$ cat src/hw/rtl/stsg_pkg.sv
package stsg_pkg;

	// Field widths.
	localparam int RATE_W  = 18;
	localparam int CHCNT_W = 4;
	localparam int BYTES_W = 3;
	localparam int HZ_W    = 16;
	localparam int SAMPLE_W = 32;
	localparam int CHIDX_W = 3;
	localparam int CFG_IDX_W = 2;
	localparam int CFG_DATA_W = 18;
	localparam int PHASE_W = 32;

	// Register reset values.
	localparam logic [RATE_W-1:0]  SAMPLE_RATE_RST   = RATE_W'(48000);
	localparam logic [CHCNT_W-1:0] CHANNEL_COUNT_RST = CHCNT_W'(2);
	localparam logic [BYTES_W-1:0] SAMPLE_BYTES_RST  = BYTES_W'(2);

	localparam int MAX_CHANNELS = 8;

	// Register indexes on the configuration channel.
	typedef enum logic [CFG_IDX_W-1:0] {
		CFG_SAMPLE_RATE   = 2'd0,
		CFG_CHANNEL_COUNT = 2'd1,
		CFG_SAMPLE_BYTES  = 2'd2
	} cfg_idx_t;

	// Serial divider: DIGIT quotient bits per cycle.
	localparam int DIGIT = 2;
	localparam int DIV_STEPS_PERIOD = RATE_W / DIGIT;
	localparam int DIV_STEPS_PHASE = (RATE_W + PHASE_W) / DIGIT;
	localparam int DIV_CNT_W = $clog2(DIV_STEPS_PHASE);

	// CORDIC datapath.
	localparam int TURN_TABLE_LEN = 24;
	localparam int ANGLE_ITERATIONS = 16;
	localparam int ITER_W = $clog2(TURN_TABLE_LEN);
	localparam int CW = 34;
	localparam logic [CW-1:0] CORDIC_X0 = CW'(652032874);
	localparam logic [30:0] Q30_ONE = 31'h4000_0000;

	// Serial scaler: amplitude is under 2^30, shifted out DIGIT bits per cycle.
	localparam int AMP_W = 30;
	localparam int SCALE_STEPS = AMP_W / DIGIT;
	localparam int SCL_CNT_W = $clog2(SCALE_STEPS);

	// Handshake status of a multi-cycle unit.
	typedef struct packed {
		logic busy;
		logic done;
	} unit_stat_t;

	// Arctangent of 2^-i in units of 2^-32 turn.
	function automatic logic [31:0] atan_turn(input logic [ITER_W-1:0] i);
		logic [31:0] r;
		case (i)
			5'd0:  r = 32'd536870912;
			5'd1:  r = 32'd316933406;
			5'd2:  r = 32'd167458907;
			5'd3:  r = 32'd85004756;
			5'd4:  r = 32'd42667331;
			5'd5:  r = 32'd21354465;
			5'd6:  r = 32'd10679838;
			5'd7:  r = 32'd5340245;
			5'd8:  r = 32'd2670163;
			5'd9:  r = 32'd1335087;
			5'd10: r = 32'd667544;
			5'd11: r = 32'd333772;
			5'd12: r = 32'd166886;
			5'd13: r = 32'd83443;
			5'd14: r = 32'd41722;
			5'd15: r = 32'd20861;
			5'd16: r = 32'd10430;
			5'd17: r = 32'd5215;
			5'd18: r = 32'd2608;
			5'd19: r = 32'd1304;
			5'd20: r = 32'd652;
			5'd21: r = 32'd326;
			5'd22: r = 32'd163;
			5'd23: r = 32'd81;
			default: r = 32'd0;
		endcase
		return r;
	endfunction

	// Clamp the byte count to 1..4 and return it less one.
	function automatic logic [1:0] byte_code(input logic [BYTES_W-1:0] b);
		logic [1:0] r;
		if (b == BYTES_W'(0)) begin
			r = 2'd0;
		end else if (b > BYTES_W'(4)) begin
			r = 2'd3;
		end else begin
			r = 2'(b - BYTES_W'(1));
		end
		return r;
	endfunction

	// One fifth of full scale for each sample size.
	function automatic logic [AMP_W-1:0] amp_for(input logic [1:0] code);
		logic [AMP_W-1:0] r;
		case (code)
			2'd0:    r = AMP_W'(25);
			2'd1:    r = AMP_W'(6553);
			2'd2:    r = AMP_W'(1677721);
			default: r = AMP_W'(429496729);
		endcase
		return r;
	endfunction

	// Index of the last channel, with the count clamped to 1..MAX_CHANNELS.
	function automatic logic [CHIDX_W-1:0] last_channel(input logic [CHCNT_W-1:0] n);
		logic [CHIDX_W-1:0] r;
		if (n == CHCNT_W'(0)) begin
			r = '0;
		end else if (n >= CHCNT_W'(MAX_CHANNELS)) begin
			r = CHIDX_W'(MAX_CHANNELS - 1);
		end else begin
			r = CHIDX_W'(n - CHCNT_W'(1));
		end
		return r;
	endfunction

endpackage

$ cat src/hw/rtl/stsg_ifs.sv
// Tone request channel.
interface stsg_tone_if;
	logic                          valid;
	logic                          ready;
	logic [stsg_pkg::HZ_W-1:0]     tone_hz;
	logic                          final_frame;

	modport source (output valid, tone_hz, final_frame, input ready);
	modport sink (input valid, tone_hz, final_frame, output ready);
endinterface

// Sample result channel.
interface stsg_sample_if;
	logic                                 valid;
	logic                                 ready;
	logic signed [stsg_pkg::SAMPLE_W-1:0] sample_value;
	logic [stsg_pkg::CHIDX_W-1:0]         channel_index;
	logic                                 frame_last;
	logic                                 buffer_last;

	modport source (output valid, sample_value, channel_index, frame_last, buffer_last,
		input ready);
	modport sink (input valid, sample_value, channel_index, frame_last, buffer_last,
		output ready);
endinterface

// Register write channel.
interface stsg_cfg_if;
	logic                              valid;
	logic                              ready;
	logic [stsg_pkg::CFG_IDX_W-1:0]    index;
	logic [stsg_pkg::CFG_DATA_W-1:0]   data;

	modport source (output valid, index, data, input ready);
	modport sink (input valid, index, data, output ready);
endinterface

$ cat src/hw/rtl/stsg_div.sv
// Restoring divider, DIGIT quotient bits per cycle. The dividend is num
// followed by zeros; the low 32 quotient bits are kept.
module stsg_div (
	input  logic                               clk,
	input  logic                               arst_n,
	input  logic                               start,
	input  logic [stsg_pkg::RATE_W-1:0]        num,
	input  logic [stsg_pkg::RATE_W-1:0]        den,
	input  logic [stsg_pkg::DIV_CNT_W-1:0]     steps,
	output stsg_pkg::unit_stat_t               stat,
	output logic [stsg_pkg::PHASE_W-1:0]       quot
);

	logic                              busy_q;
	logic                              done_q;
	logic [stsg_pkg::DIV_CNT_W-1:0]    cnt_q;
	logic [stsg_pkg::DIV_CNT_W-1:0]    last_q;
	logic [stsg_pkg::RATE_W-1:0]       num_q;
	logic [stsg_pkg::RATE_W-1:0]       den_q;
	logic [stsg_pkg::RATE_W-1:0]       rem_q;
	logic [stsg_pkg::PHASE_W-1:0]      quot_q;

	logic [stsg_pkg::RATE_W-1:0]       rem_v;
	logic [stsg_pkg::RATE_W-1:0]       num_v;
	logic [stsg_pkg::PHASE_W-1:0]      quot_v;
	logic [stsg_pkg::RATE_W:0]         trial;
	logic [stsg_pkg::RATE_W+1:0]       diff;

	// One digit of restoring division: shift in a dividend bit, subtract if it fits.
	always_comb begin
		rem_v = rem_q;
		num_v = num_q;
		quot_v = quot_q;
		trial = '0;
		diff = '0;
		for (int k = 0; k < stsg_pkg::DIGIT; k++) begin
			trial = {rem_v, num_v[stsg_pkg::RATE_W-1]};
			diff = {1'b0, trial} - {2'b00, den_q};
			if (!diff[stsg_pkg::RATE_W+1]) begin
				rem_v = diff[stsg_pkg::RATE_W-1:0];
			end else begin
				rem_v = trial[stsg_pkg::RATE_W-1:0];
			end
			num_v = {num_v[stsg_pkg::RATE_W-2:0], 1'b0};
			quot_v = {quot_v[stsg_pkg::PHASE_W-2:0], ~diff[stsg_pkg::RATE_W+1]};
		end
	end

	// Sequencing.
	always_ff @(posedge clk or negedge arst_n) begin
		if (!arst_n) begin
			busy_q <= 1'b0;
			done_q <= 1'b0;
			cnt_q <= '0;
		end else begin
			done_q <= 1'b0;
			if (start) begin
				busy_q <= 1'b1;
				cnt_q <= '0;
			end else if (busy_q) begin
				cnt_q <= cnt_q + stsg_pkg::DIV_CNT_W'(1);
				if (cnt_q == last_q) begin
					busy_q <= 1'b0;
					done_q <= 1'b1;
				end
			end
		end
	end

	// Datapath.
	always_ff @(posedge clk) begin
		if (start) begin
			num_q <= num;
			den_q <= den;
			rem_q <= '0;
			quot_q <= '0;
			last_q <= steps - stsg_pkg::DIV_CNT_W'(1);
		end else if (busy_q) begin
			num_q <= num_v;
			rem_q <= rem_v;
			quot_q <= quot_v;
		end
	end

	assign stat.busy = busy_q;
	assign stat.done = done_q;
	assign quot = quot_q;

endmodule

$ cat src/hw/rtl/stsg_cordic.sv
// Rotation-mode CORDIC, one iteration per cycle, angles in 2^-32 turn.
module stsg_cordic (
	input  logic                           clk,
	input  logic                           arst_n,
	input  logic                           start,
	input  logic [stsg_pkg::PHASE_W-1:0]   phase,
	output stsg_pkg::unit_stat_t           stat,
	output logic signed [stsg_pkg::CW-1:0] sine
);

	logic                           busy_q;
	logic                           done_q;
	logic [stsg_pkg::ITER_W-1:0]    i_q;
	logic signed [stsg_pkg::CW-1:0] x_q;
	logic signed [stsg_pkg::CW-1:0] y_q;
	logic signed [stsg_pkg::CW-1:0] z_q;

	logic [stsg_pkg::PHASE_W-1:0]   th;
	logic signed [stsg_pkg::CW-1:0] z0;
	logic signed [stsg_pkg::CW-1:0] xs;
	logic signed [stsg_pkg::CW-1:0] ys;
	logic signed [stsg_pkg::CW-1:0] at;

	// Fold the back half-turn onto the front so the angle lies within a quarter turn.
	always_comb begin
		th = phase;
		if (phase > 32'h4000_0000 && phase < 32'hC000_0000) begin
			th = 32'h8000_0000 - phase;
		end
		z0 = $signed({{(stsg_pkg::CW-stsg_pkg::PHASE_W){th[stsg_pkg::PHASE_W-1]}}, th});
	end

	// Shifted terms for the current iteration.
	assign xs = x_q >>> i_q;
	assign ys = y_q >>> i_q;
	assign at = $signed({{(stsg_pkg::CW-32){1'b0}}, stsg_pkg::atan_turn(i_q)});

	// Sequencing.
	always_ff @(posedge clk or negedge arst_n) begin
		if (!arst_n) begin
			busy_q <= 1'b0;
			done_q <= 1'b0;
			i_q <= '0;
		end else begin
			done_q <= 1'b0;
			if (start) begin
				busy_q <= 1'b1;
				i_q <= '0;
			end else if (busy_q) begin
				i_q <= i_q + stsg_pkg::ITER_W'(1);
				if (i_q == stsg_pkg::ITER_W'(stsg_pkg::ANGLE_ITERATIONS - 1)) begin
					busy_q <= 1'b0;
					done_q <= 1'b1;
				end
			end
		end
	end

	// Micro-rotations toward zero residual angle.
	always_ff @(posedge clk) begin
		if (start) begin
			x_q <= $signed(stsg_pkg::CORDIC_X0);
			y_q <= '0;
			z_q <= z0;
		end else if (busy_q) begin
			if (z_q[stsg_pkg::CW-1]) begin
				x_q <= x_q + ys;
				y_q <= y_q - xs;
				z_q <= z_q + at;
			end else begin
				x_q <= x_q - ys;
				y_q <= y_q + xs;
				z_q <= z_q - at;
			end
		end
	end

	assign stat.busy = busy_q;
	assign stat.done = done_q;
	assign sine = y_q;

endmodule

$ cat src/hw/rtl/stsg_scale.sv
// Sign-magnitude scaler: |sine| (saturated to one) times the amplitude,
// shift-and-add over the amplitude bits, LSB first, then floor by 2^30.
module stsg_scale (
	input  logic                                  clk,
	input  logic                                  arst_n,
	input  logic                                  start,
	input  logic signed [stsg_pkg::CW-1:0]        sine,
	input  logic [1:0]                            bytes_code,
	output stsg_pkg::unit_stat_t                  stat,
	output logic signed [stsg_pkg::SAMPLE_W-1:0]  sample
);

	logic                              busy_q;
	logic                              done_q;
	logic [stsg_pkg::SCL_CNT_W-1:0]    cnt_q;
	logic                              neg_q;
	logic [30:0]                       mag_q;
	logic [stsg_pkg::AMP_W-1:0]        amp_q;
	logic [stsg_pkg::SAMPLE_W-1:0]     acc_q;

	logic [stsg_pkg::CW-1:0]           mag_full;
	logic [30:0]                       mag_sat;
	logic [stsg_pkg::SAMPLE_W-1:0]     acc_v;
	logic [stsg_pkg::SAMPLE_W-1:0]     sum_v;
	logic [stsg_pkg::AMP_W-1:0]        amp_v;

	// Magnitude of the sine, clipped at one in Q30.
	always_comb begin
		if (sine[stsg_pkg::CW-1]) begin
			mag_full = stsg_pkg::CW'(0) - sine;
		end else begin
			mag_full = sine;
		end
		if (mag_full > stsg_pkg::CW'(stsg_pkg::Q30_ONE)) begin
			mag_sat = stsg_pkg::Q30_ONE;
		end else begin
			mag_sat = mag_full[30:0];
		end
	end

	// One digit of the product; the bits shifted out are below the result.
	always_comb begin
		acc_v = acc_q;
		amp_v = amp_q;
		sum_v = '0;
		for (int k = 0; k < stsg_pkg::DIGIT; k++) begin
			sum_v = acc_v + (amp_v[0] ? {1'b0, mag_q} : stsg_pkg::SAMPLE_W'(0));
			acc_v = {1'b0, sum_v[stsg_pkg::SAMPLE_W-1:1]};
			amp_v = {1'b0, amp_v[stsg_pkg::AMP_W-1:1]};
		end
	end

	// Sequencing.
	always_ff @(posedge clk or negedge arst_n) begin
		if (!arst_n) begin
			busy_q <= 1'b0;
			done_q <= 1'b0;
			cnt_q <= '0;
		end else begin
			done_q <= 1'b0;
			if (start) begin
				busy_q <= 1'b1;
				cnt_q <= '0;
			end else if (busy_q) begin
				cnt_q <= cnt_q + stsg_pkg::SCL_CNT_W'(1);
				if (cnt_q == stsg_pkg::SCL_CNT_W'(stsg_pkg::SCALE_STEPS - 1)) begin
					busy_q <= 1'b0;
					done_q <= 1'b1;
				end
			end
		end
	end

	// Datapath.
	always_ff @(posedge clk) begin
		if (start) begin
			neg_q <= sine[stsg_pkg::CW-1];
			mag_q <= mag_sat;
			amp_q <= stsg_pkg::amp_for(bytes_code);
			acc_q <= '0;
		end else if (busy_q) begin
			acc_q <= acc_v;
			amp_q <= amp_v;
		end
	end

	assign stat.busy = busy_q;
	assign stat.done = done_q;
	assign sample = neg_q ? $signed(stsg_pkg::SAMPLE_W'(0) - acc_q) : $signed(acc_q);

endmodule

$ cat src/hw/rtl/stsg_emit.sv
// Output register: repeats one frame's sample once per channel.
module stsg_emit (
	input  logic                                 clk,
	input  logic                                 arst_n,
	input  logic                                 load,
	input  logic signed [stsg_pkg::SAMPLE_W-1:0] sample,
	input  logic [stsg_pkg::CHIDX_W-1:0]         last_idx,
	input  logic                                 fin,
	output logic                                 free,
	stsg_sample_if.source                        sample_out
);

	logic                                 active_q;
	logic [stsg_pkg::CHIDX_W-1:0]         idx_q;
	logic [stsg_pkg::CHIDX_W-1:0]         last_q;
	logic                                 fin_q;
	logic signed [stsg_pkg::SAMPLE_W-1:0] sample_q;
	logic                                 taken;
	logic                                 at_last;

	assign taken = active_q && sample_out.ready;
	assign at_last = (idx_q == last_q);

	// Channel counter.
	always_ff @(posedge clk or negedge arst_n) begin
		if (!arst_n) begin
			active_q <= 1'b0;
			idx_q <= '0;
		end else if (load) begin
			active_q <= 1'b1;
			idx_q <= '0;
		end else if (taken) begin
			if (at_last) begin
				active_q <= 1'b0;
			end else begin
				idx_q <= idx_q + stsg_pkg::CHIDX_W'(1);
			end
		end
	end

	// Frame payload.
	always_ff @(posedge clk) begin
		if (load) begin
			sample_q <= sample;
			last_q <= last_idx;
			fin_q <= fin;
		end
	end

	assign free = !active_q;
	assign sample_out.valid = active_q;
	assign sample_out.sample_value = sample_q;
	assign sample_out.channel_index = idx_q;
	assign sample_out.frame_last = at_last;
	assign sample_out.buffer_last = at_last && fin_q;

endmodule

$ cat src/hw/rtl/sine_tone_sample_generator.sv
// From an accepted tone request to the first sample: the serial divider works
// out the period and then the phase, the CORDIC rotates, the scaler scales and
// the frame is handed off; a zero tone or a zero period goes straight to handoff.
// Requests are taken one at a time, the divider, CORDIC and scaler running in turn;
// samples leave at one per cycle when the sink is ready, while the next one computes.
// Reset: asynchronous, clears the phase position and restores the registers.
module sine_tone_sample_generator (
	input  logic          clk,
	input  logic          arst_n,
	stsg_tone_if.sink     tone_in,
	stsg_sample_if.source sample_out,
	stsg_cfg_if.sink      cfg
);

	typedef enum logic [5:0] {
		ST_IDLE       = 6'b000001,
		ST_DIV_PERIOD = 6'b000010,
		ST_DIV_PHASE  = 6'b000100,
		ST_CORDIC     = 6'b001000,
		ST_SCALE      = 6'b010000,
		ST_HANDOFF    = 6'b100000
	} state_t;

	state_t state_q;
	state_t state_d;

	logic [stsg_pkg::RATE_W-1:0]          sample_rate_q;
	logic [stsg_pkg::CHCNT_W-1:0]         channel_count_q;
	logic [stsg_pkg::BYTES_W-1:0]         sample_bytes_q;
	logic [stsg_pkg::RATE_W-1:0]          pos_q;
	logic [stsg_pkg::RATE_W-1:0]          pos_inc;

	logic [stsg_pkg::RATE_W-1:0]          period_q;
	logic signed [stsg_pkg::SAMPLE_W-1:0] sample_q;
	logic [stsg_pkg::CHIDX_W-1:0]         last_ch_q;
	logic [1:0]                           bytes_code_q;
	logic                                 fin_q;

	logic                                 tone_accept;
	logic                                 cfg_write;
	logic                                 emit_free;
	logic                                 emit_load;

	logic                                 div_start;
	logic [stsg_pkg::RATE_W-1:0]          div_num;
	logic [stsg_pkg::RATE_W-1:0]          div_den;
	logic [stsg_pkg::DIV_CNT_W-1:0]       div_steps;
	logic [stsg_pkg::PHASE_W-1:0]         div_quot;
	stsg_pkg::unit_stat_t                 div_st;

	logic                                 cor_start;
	logic signed [stsg_pkg::CW-1:0]       cor_sine;
	stsg_pkg::unit_stat_t                 cor_st;

	logic                                 scl_start;
	logic signed [stsg_pkg::SAMPLE_W-1:0] scl_sample;
	stsg_pkg::unit_stat_t                 scl_st;

	assign tone_in.ready = (state_q == ST_IDLE);
	assign tone_accept = tone_in.valid && tone_in.ready;
	assign cfg.ready = 1'b1;
	assign cfg_write = cfg.valid && cfg.ready;
	assign emit_load = (state_q == ST_HANDOFF) && emit_free;
	assign pos_inc = pos_q + stsg_pkg::RATE_W'(1);

	// Configuration registers.
	always_ff @(posedge clk or negedge arst_n) begin
		if (!arst_n) begin
			sample_rate_q <= stsg_pkg::SAMPLE_RATE_RST;
			channel_count_q <= stsg_pkg::CHANNEL_COUNT_RST;
			sample_bytes_q <= stsg_pkg::SAMPLE_BYTES_RST;
		end else if (cfg_write) begin
			unique case (cfg.index)
				stsg_pkg::CFG_SAMPLE_RATE: begin
					sample_rate_q <= cfg.data[stsg_pkg::RATE_W-1:0];
				end
				stsg_pkg::CFG_CHANNEL_COUNT: begin
					channel_count_q <= cfg.data[stsg_pkg::CHCNT_W-1:0];
				end
				stsg_pkg::CFG_SAMPLE_BYTES: begin
					sample_bytes_q <= cfg.data[stsg_pkg::BYTES_W-1:0];
				end
				default: begin
				end
			endcase
		end
	end

	// Sequencer over the shared units.
	always_comb begin
		state_d = state_q;
		div_start = 1'b0;
		div_num = sample_rate_q;
		div_den = stsg_pkg::RATE_W'(tone_in.tone_hz);
		div_steps = stsg_pkg::DIV_CNT_W'(stsg_pkg::DIV_STEPS_PERIOD);
		cor_start = 1'b0;
		scl_start = 1'b0;
		unique case (state_q)
			ST_IDLE: begin
				if (tone_accept) begin
					if (tone_in.tone_hz != stsg_pkg::HZ_W'(0)) begin
						div_start = 1'b1;
						state_d = ST_DIV_PERIOD;
					end else begin
						state_d = ST_HANDOFF;
					end
				end
			end
			ST_DIV_PERIOD: begin
				div_num = pos_q;
				div_den = div_quot[stsg_pkg::RATE_W-1:0];
				div_steps = stsg_pkg::DIV_CNT_W'(stsg_pkg::DIV_STEPS_PHASE);
				if (div_st.done) begin
					if (div_quot[stsg_pkg::RATE_W-1:0] != stsg_pkg::RATE_W'(0)) begin
						div_start = 1'b1;
						state_d = ST_DIV_PHASE;
					end else begin
						state_d = ST_HANDOFF;
					end
				end
			end
			ST_DIV_PHASE: begin
				if (div_st.done) begin
					cor_start = 1'b1;
					state_d = ST_CORDIC;
				end
			end
			ST_CORDIC: begin
				if (cor_st.done) begin
					scl_start = 1'b1;
					state_d = ST_SCALE;
				end
			end
			ST_SCALE: begin
				if (scl_st.done) begin
					state_d = ST_HANDOFF;
				end
			end
			ST_HANDOFF: begin
				if (emit_free) begin
					state_d = ST_IDLE;
				end
			end
			default: begin
				state_d = ST_IDLE;
			end
		endcase
	end

	// State and phase position; the position wraps once it reaches the period.
	always_ff @(posedge clk or negedge arst_n) begin
		if (!arst_n) begin
			state_q <= ST_IDLE;
			pos_q <= '0;
		end else begin
			state_q <= state_d;
			if (emit_load) begin
				if (pos_inc >= period_q) begin
					pos_q <= '0;
				end else begin
					pos_q <= pos_inc;
				end
			end
		end
	end

	// Per-request values.
	always_ff @(posedge clk) begin
		if (tone_accept) begin
			fin_q <= tone_in.final_frame;
			last_ch_q <= stsg_pkg::last_channel(channel_count_q);
			bytes_code_q <= stsg_pkg::byte_code(sample_bytes_q);
			period_q <= '0;
			sample_q <= '0;
		end else if (state_q == ST_DIV_PERIOD && div_st.done) begin
			period_q <= div_quot[stsg_pkg::RATE_W-1:0];
		end else if (state_q == ST_SCALE && scl_st.done) begin
			sample_q <= scl_sample;
		end
	end

	stsg_div u_div (
		.clk    (clk),
		.arst_n (arst_n),
		.start  (div_start),
		.num    (div_num),
		.den    (div_den),
		.steps  (div_steps),
		.stat   (div_st),
		.quot   (div_quot)
	);

	stsg_cordic u_cordic (
		.clk    (clk),
		.arst_n (arst_n),
		.start  (cor_start),
		.phase  (div_quot),
		.stat   (cor_st),
		.sine   (cor_sine)
	);

	stsg_scale u_scale (
		.clk        (clk),
		.arst_n     (arst_n),
		.start      (scl_start),
		.sine       (cor_sine),
		.bytes_code (bytes_code_q),
		.stat       (scl_st),
		.sample     (scl_sample)
	);

	stsg_emit u_emit (
		.clk        (clk),
		.arst_n     (arst_n),
		.load       (emit_load),
		.sample     (sample_q),
		.last_idx   (last_ch_q),
		.fin        (fin_q),
		.free       (emit_free),
		.sample_out (sample_out)
	);

`ifndef NO_ASSERTIONS
	// The arithmetic units run strictly one after another.
	a_units_exclusive: assert property (@(posedge clk) disable iff (!arst_n)
		$onehot0({div_st.busy, cor_st.busy, scl_st.busy}))
		else $error("more than one arithmetic unit busy");

	// After a frame is handed off, the position lies inside the period or is zero.
	a_pos_wrapped: assert property (@(posedge clk) disable iff (!arst_n)
		emit_load |=> (pos_q == '0 || pos_q < period_q))
		else $error("phase position not wrapped");

	// A frame keeps presenting samples until its last channel is taken.
	a_frame_continues: assert property (@(posedge clk) disable iff (!arst_n)
		(sample_out.valid && sample_out.ready && !sample_out.frame_last) |=>
		sample_out.valid)
		else $error("frame ended before its last channel");
`endif

endmodule

$ cat src/flat_wrapper.sv
// flat-port wrapper written by rule: the top's interface ports become plain ports
module sine_tone_sample_generator_flat 
  (clk, arst_n, tone_in_valid, tone_in_tone_hz, tone_in_final_frame, tone_in_ready, sample_out_valid, sample_out_sample_value, sample_out_channel_index, sample_out_frame_last, sample_out_buffer_last, sample_out_ready, cfg_valid, cfg_index, cfg_data, cfg_ready);
  stsg_tone_if tone_in_i ();
  stsg_sample_if sample_out_i ();
  stsg_cfg_if cfg_i ();
  input  logic clk;
  input  logic arst_n;
  input wire logic [$bits(tone_in_i.valid)-1:0] tone_in_valid;
  input wire logic [$bits(tone_in_i.tone_hz)-1:0] tone_in_tone_hz;
  input wire logic [$bits(tone_in_i.final_frame)-1:0] tone_in_final_frame;
  output wire logic [$bits(tone_in_i.ready)-1:0] tone_in_ready;
  output wire logic [$bits(sample_out_i.valid)-1:0] sample_out_valid;
  output wire logic [$bits(sample_out_i.sample_value)-1:0] sample_out_sample_value;
  output wire logic [$bits(sample_out_i.channel_index)-1:0] sample_out_channel_index;
  output wire logic [$bits(sample_out_i.frame_last)-1:0] sample_out_frame_last;
  output wire logic [$bits(sample_out_i.buffer_last)-1:0] sample_out_buffer_last;
  input wire logic [$bits(sample_out_i.ready)-1:0] sample_out_ready;
  input wire logic [$bits(cfg_i.valid)-1:0] cfg_valid;
  input wire logic [$bits(cfg_i.index)-1:0] cfg_index;
  input wire logic [$bits(cfg_i.data)-1:0] cfg_data;
  output wire logic [$bits(cfg_i.ready)-1:0] cfg_ready;
  assign tone_in_i.valid = tone_in_valid;
  assign tone_in_i.tone_hz = tone_in_tone_hz;
  assign tone_in_i.final_frame = tone_in_final_frame;
  assign tone_in_ready = tone_in_i.ready;
  assign sample_out_valid = sample_out_i.valid;
  assign sample_out_sample_value = sample_out_i.sample_value;
  assign sample_out_channel_index = sample_out_i.channel_index;
  assign sample_out_frame_last = sample_out_i.frame_last;
  assign sample_out_buffer_last = sample_out_i.buffer_last;
  assign sample_out_i.ready = sample_out_ready;
  assign cfg_i.valid = cfg_valid;
  assign cfg_i.index = cfg_index;
  assign cfg_i.data = cfg_data;
  assign cfg_ready = cfg_i.ready;
  sine_tone_sample_generator u_core (.clk(clk), .arst_n(arst_n), .tone_in(tone_in_i), .sample_out(sample_out_i), .cfg(cfg_i));
endmodule
$ cat config.mk
export PLATFORM = sky130hd
export DESIGN_NAME = sine_tone_sample_generator_flat
export DESIGN_NICKNAME = d
export VERILOG_FILES = /design/src/hw/rtl/stsg_pkg.sv /design/src/hw/rtl/stsg_ifs.sv /design/src/hw/rtl/stsg_div.sv /design/src/hw/rtl/stsg_cordic.sv /design/src/hw/rtl/stsg_scale.sv /design/src/hw/rtl/stsg_emit.sv /design/src/hw/rtl/sine_tone_sample_generator.sv /design/src/flat_wrapper.sv
export SDC_FILE = /design/constraint.sdc
export NUM_CORES = 2
export LEC_CHECK = 0
export BUFFER_PORTS_ARGS = -buffer_cell sky130_fd_sc_hd__buf_4
export CAP_MARGIN = 40
export CORE_ASPECT_RATIO = 2
export CORE_MARGIN = 2
export CORE_UTILIZATION = 43
export DETAILED_ROUTE_END_ITERATION = 8
export PLACE_DENSITY = 0.66
export SLEW_MARGIN = 10
export SYNTH_ARGS = -nofsm -noshare
export SYNTH_HDL_FRONTEND = slang
export SYNTH_HIERARCHICAL = 1
export SYNTH_SLANG_ARGS = --single-unit
$ cat constraint.sdc
create_clock -name clk -period 5.65 [get_ports clk]
set_input_delay 0.565 -clock clk [delete_from_list [all_inputs] [get_ports clk]]
set_output_delay 0.565 -clock clk [all_outputs]
set_load 0.005 [all_outputs]
=== Word-level counts from Yosys, hierarchy flattened ===
Memories as Yosys holds them, arrays and structs flattened.
Index checks and enable logic that the tools add are counted.
W data, S select, Z words.

* Input port bits: 42
* Memories kept: 1
* Output and inout port bits: 40
* Memory bits (read-only): 960
* Logic and storage cells: 188
* Flip-flop bits (word level): 451

{| class="wikitable"
|+ Memory list
! name !! words !! width !! rd ports !! clocked after memory_dff !! write ports !! RTL line !! RTL
|-
| (no name shown) || 32 || 30 || 1 || 0 || 0 || stsg_pkg.sv:56 || <nowiki>case (i)</nowiki>
|}

* Bitwise operators: 3
* Reductions and logical operators: 26
* Add/sub/neg operators: 21
* Shift operators: 2
* $lt $le $gt $ge: 6
* Eq/ne operators: 21
* Mux-type cells: 71

{| class="wikitable"
|+ Operator list
! operator !! count
|-
| $mux W34 || 6
|-
| $mux W18 || 6
|-
| $pmux W29 S3 || 1
|-
| $add A34 B34 Y34 || 2
|-
| $sshr A34 B5 Y34 || 2
|-
| $sub A34 B34 Y34 || 2
|-
| $add A31 B31 Y32 || 2
|-
| $mux W32 || 2
|-
| $mux W31 || 2
|-
| $mux W30 || 2
|-
| $mux W6 || 8
|-
| $sub A19 B18 Y20 || 2
|-
| $pmux W6 S6 || 1
|-
| $add A34 B33 Y34 || 1
|-
| $gt A34 B31 Y1 const B || 1
|-
| $sub A1 B34 Y34 const A || 1
|-
| $sub A34 B33 Y34 || 1
|-
| $gt A32 B31 Y1 const B || 1
|-
| $lt A32 B32 Y1 const B || 1
|-
| $sub A1 B31 Y32 const A || 1
|-
| $sub A32 B32 Y32 const A || 1
|-
| $mux W1 || 29
|-
| $mux W5 || 5
|-
| $add A18 B1 Y18 const B || 1
|-
| other kinds (39) || 69
|}

=== Logic depth before layout (Yosys ltp) ===
* Depth in word-level cells: 5
* Depth in mapped cells: 33
* Gate-level depth less buffers: 25

=== Modules after synthesis ===
Netlist, hierarchy kept.

{| class="wikitable"
|+ By module, submodules not included
! module !! instances !! sequential area each (µm²) !! cells an instance !! area each (µm²)
|-
| stsg_cordic || 1 || 2,557.5 || 2,114 || 17,222.8
|-
| stsg_scale || 1 || 2,182.1 || 1,046 || 8,715.9
|-
| stsg_div || 1 || 2,407.3 || 602 || 6,075.8
|-
| sine_tone_sample_generator || 1 || 2,419.8 || 651 || 5,320.1
|-
| stsg_emit || 1 || 1,181.1 || 74 || 1,423.9
|}

=== Worst setup path after synthesis ===
OpenSTA, ideal clock, no wires.

* Path kind: register -> register
* Start point: reg u_core/u_cordic/i_q[1] (netlist bit)
* End point: reg u_core/u_cordic/z_q[32] (netlist bit), data pin
* Arrival time: 5.606 ns
* Library setup time: 0.281 ns
* Path buffers: 7
* Period minus slack after synthesis: 5.887 ns
* Required time: 5.369 ns
* Stages on the path, launching flop included: 28
* Setup slack: -0.237 ns
* Cells stage by stage: dfrtp_1 -> buf_6 -> buf_6 -> buf_6 -> buf_4 -> buf_4 -> buf_4 -> inv_1 -> ha_1 -> clkbuf_1 -> o21ai_0 -> a21oi_1 -> o22ai_1 -> nor4_1 -> a21oi_2 -> xor2_1 -> ha_1 -> a21o_1 -> a21o_1 -> a21o_1 -> a21oi_1 -> o21a_1 -> nand2_1 -> o21ai_0 -> o311ai_0 -> a21oi_1 -> xor2_1 -> o21ai_0

* Longest elaborated chain between the ends: 5
* Elaborated cells between the ends (all ways): 6
* Those cells by class: add/sub: 2; mux: 3; memory: 1

{| class="wikitable"
|+ RTL lines
! what !! RTL line !! RTL
|-
| from (decl) || stsg_cordic.sv:13 || <nowiki>logic [stsg_pkg::ITER_W-1:0] i_q;</nowiki>
|-
| from (signal assigned) || stsg_cordic.sv:50 || <nowiki>i_q <= i_q + stsg_pkg::ITER_W'(1);</nowiki>
|-
| $mem_v2 Z32 W30 (*) || -- ||
|-
| $sub A34 B33 Y34 / $add A34 B33 Y34 (equally long branches) || stsg_cordic.sv:73, stsg_cordic.sv:69 ||
|-
| $mux W34 (*) || stsg_cordic.sv:66 || <nowiki>if (z_q[stsg_pkg::CW-1]) begin</nowiki>
|-
| $mux W34 (*) || stsg_cordic.sv:65 || <nowiki>end else if (busy_q) begin</nowiki>
|-
| $mux W34 (*) || stsg_cordic.sv:61 || <nowiki>if (start) begin</nowiki>
|-
| to (signal assigned) || stsg_cordic.sv:64 || <nowiki>z_q <= z0;</nowiki>
|-
| to (signal assigned) || stsg_cordic.sv:69 || <nowiki>z_q <= z_q + at;</nowiki>
|-
| to (signal assigned) || stsg_cordic.sv:73 || <nowiki>z_q <= z_q - at;</nowiki>
|-
| to (decl) || stsg_cordic.sv:16 || <nowiki>logic signed [stsg_pkg::CW-1:0] z_q;</nowiki>
|}

Every way passes the cells marked *; elsewhere a longest branch is shown, timed or not. The select of a mux whose other input is x is not followed.
A chain may end at the register's enable or synchronous reset.

=== Worst setup path after layout ===
* Start point: reg u_core/u_cordic/i_q[1] (netlist bit)
* End point: reg u_core/u_cordic/x_q[33] (netlist bit)

* Longest elaborated chain between the ends: 3
* Elaborated cells between the ends (all ways): 4
* Those cells by class: add/sub: 2; shift: 1; mux: 1

{| class="wikitable"
|+ RTL lines
! what !! RTL line !! RTL
|-
| $sshr A34 B5 Y34 (*) || stsg_cordic.sv:35 || <nowiki>assign ys = y_q >>> i_q;</nowiki>
|-
| $sub A34 B34 Y34 / $add A34 B34 Y34 (equally long branches) || stsg_cordic.sv:71, stsg_cordic.sv:67 ||
|-
| $mux W34 (*) || stsg_cordic.sv:66 ||
|-
| to (signal assigned) || stsg_cordic.sv:62 || <nowiki>x_q <= $signed(stsg_pkg::CORDIC_X0);</nowiki>
|-
| to (signal assigned) || stsg_cordic.sv:67 || <nowiki>x_q <= x_q + ys;</nowiki>
|-
| to (signal assigned) || stsg_cordic.sv:71 || <nowiki>x_q <= x_q - ys;</nowiki>
|-
| to (decl) || stsg_cordic.sv:14 || <nowiki>logic signed [stsg_pkg::CW-1:0] x_q;</nowiki>
|}

Every way passes the cells marked *; elsewhere a longest branch is shown, timed or not.

==> run metrics <==
status finished with violations; violations in the final reports negative setup slack; worst reg2reg endpoint u_core/u_cordic/x_q[33]; count of cells along the worst hold path 1; largest net degree at the start of global routing 57; hold crit path type input port to flop; Max Fanout on Critical Path 10; worst setup path category flop to flop; die extent in y 428 um; total grt overflow 0; antenna violations before repair 7; wire length of the first global-routing pass 222 mm; count of max-cap constraint violations 0; Design Power 34.8 mW; r2r worst-path depth 27; number of routed nets with antenna violations 0; most common library cell in the layout ignoring fill and taps buf_4; RSZ-0062 raised after global routing yes; Final Worst Setup Slack -273 ps; count of endpoints failing hold in the final timing report 0; number of violations reported at the end of detailed-routing iteration 0 2536; IO buf count 80; fmax 0.169 GHz; final cell utilization of the core 54.1%; commonest non-fill, non-tap cells in the layout buf_4, nand2_1, nor2_1; hold endpoint u_core/fin_q; chip width 216 um; final clock skew 36.1 ps; row cnt 155; Final Routed Wirelength 147 mm; setup violators final 4; initial standard-cell utilization of the core 43.4%; data required time of the critical path 6170 ps; leakage power summed over all cells 21.0 nW; number of instances in the synthesized netlist 4484; Slew Limit Headroom 38.1%; residual DRC count 0; # H-tree levels 2; Max IR drop VDD 0.000511 V; count of fill cells added during filler insertion 8268; number of sinks on the clock net 436; ratio of cells with drive above 1 in the final layout 27.3%; Worst Max-Slew Pin Slew 928 ps; total vias in the final route 37909; Post-Syn Area 38700 um^2; crit end category flop; clock tree buffer depth 3; total global-route track usage 31.2%; Nets 5449; beginning of the worst hold path tone_in_final_frame; sum of net half-perimeters after detailed placement 113 mm; post-detailed-route via-to-cell ratio 5.94; Worst-path clk slew 80 ps; startpoint class of the critical path flop; reg-to-reg critical path startpoint u_core/u_cordic/i_q[1]; arrival time worst endpoint 6440 ps; first-pass iteration count of the detailed router 7; root buf cell clkbuf_16; total of warnings raised by yosys 6; per-instance average area after synthesis 8.64 um^2; post-layout min period 5920 ps; mean routed wirelength per cell 23.1 um; Die Area 92600 um^2; number of pins exceeding their max-slew limit in the final report 0; power density over the cells 720 nW/um^2; area of the placeable core 89200 um^2; number of buffers added by the clock tree synthesis step 43; final cycle utilization of the critical path 105%; worst slack on hold paths 167 ps; clock tree from TritonCTS done; Area growth, synth to finish 24.7%; gpl congestion 1.14; via count of the first global-routing pass 38443; register-to-register path setup slack -270 ps; Worst-Skew Late Latency 620 ps; Top Ports 82
[layout make-up]
cell class | instances | area [um^2] | share of cell area [%]
sequential | 436 | 10800 | 22.3
clock inverter | 22 | 161 | 0.334
tap | 1177 | 1470 | 3.05
timing repair buffer | 894 | 7190 | 14.9
inverter | 165 | 623 | 1.29
multi-input combinational | 3621 | 26800 | 55.5
antenna | 5 | 12.5 | 0.0259
clock buffer | 58 | 1250 | 2.58
[repair_timing]
action,4_1_cts,5_1_grt
pin swaps,36,65
resized for setup,64,147
endpoints found under the setup margin,29,44
endpoints found under the hold margin,20,0
hold buffers,1,0
cloned,2,0
buffers inserted,33,28
[per-stage QoR]
stage | std cells | setup slack (ps) | area, um^2 | TNS, ps
2_1_floorplan | 4492 | 0.589 | 38800 | 0
3_3_place_gp | 6223 | -507 | 45300 | -3980
3_5_place_dp | 6230 | -566 | 45400 | -5060
4_1_cts | 6346 | -53.1 | 47400 | -53.1
5_1_grt | 6374 | -517 | 48300 | -3440
6_report | 6378 | -273 | 48300 | -628
[worst max path at each step]
| stage | start | endpoint | slack (ps) | cells after the start |
|---|---|---|---|---|
| finish | u_core/u_cordic/i_q[1] | u_core/u_cordic/x_q[33] | -270 | 27 |
| global route | u_core/u_cordic/i_q[1] | u_core/u_cordic/x_q[33] | -520 | 27 |
| CTS | u_core/u_cordic/i_q[1] | u_core/u_cordic/x_q[33] | -50 | 24 |
| detailed placement | u_core/u_cordic/i_q[1] | u_core/u_cordic/x_q[33] | -570 | 24 |
| global placement | u_core/u_cordic/i_q[1] | u_core/u_cordic/x_q[33] | -510 | 24 |
| floorplan | u_core/u_cordic/i_q[1] | u_core/u_cordic/z_q[32] | 0.6 | 31 |
[layer usage]
| metal | wire [um] | up-vias | GRT usage [%] |
|---|---|---|---|
| met5 | 23 | - | 0 |
| met4 | 17000 | 4 | 28.4 |
| met3 | 7920 | 717 | 5.56 |
| met2 | 76500 | 1412 | 58.9 |
| met1 | 45600 | 18060 | 27.6 |
| li1 | - | 17716 | - |
[report_power, final]
part | switching (mW) | internal, mW
registers | 0.663 | 4.05
logic | 14.3 | 12.8
clock network | 1.38 | 1.58
[critical path: stages (launching register included)]
cell and delay (ps):
dfrtp_4 540, buf_12 170, buf_8 140, buf_4 140, mux4_2 400, a32oi_1 280
o21ai_2 130, nor2_2 230, ha_2 230, nand4_1 130, nor4b_2 370, and4b_2 340
nand2_1 80, a21oi_2 150, o32ai_2 100, ha_1 310, nand2_2 100, a211oi_1 70
a221oi_2 290, nand3b_1 120, o211ai_1 170, buf_4 170, a21oi_4 70, a221o_1 360
a31oi_1 220, xnor2_1 170, a21oi_1 100, a31o_1 230
[state kept, by name, summed over array words and instances (netlist names), 5 cells and up]
signal                                 cells
u_core/period_q                           18
u_core/pos_q                              18
u_core/sample_q                           32
u_core/sample_rate_q                      18
u_core/state_q                             6
u_core/u_cordic/i_q                        5
u_core/u_cordic/sine                      34
u_core/u_cordic/x_q                       34
u_core/u_cordic/z_q                       34
u_core/u_div/cnt_q                         5
u_core/u_div/den_q                        18
u_core/u_div/last_q                        5
u_core/u_div/num_q                        18
u_core/u_div/quot                         32
u_core/u_div/rem_q                        18
u_core/u_emit/sample_out.sample_value     32
u_core/u_scale/acc_q                      31
u_core/u_scale/amp_q                      15
u_core/u_scale/mag_q                      31
No activity file was read; power rests on OpenSTA's default activity.
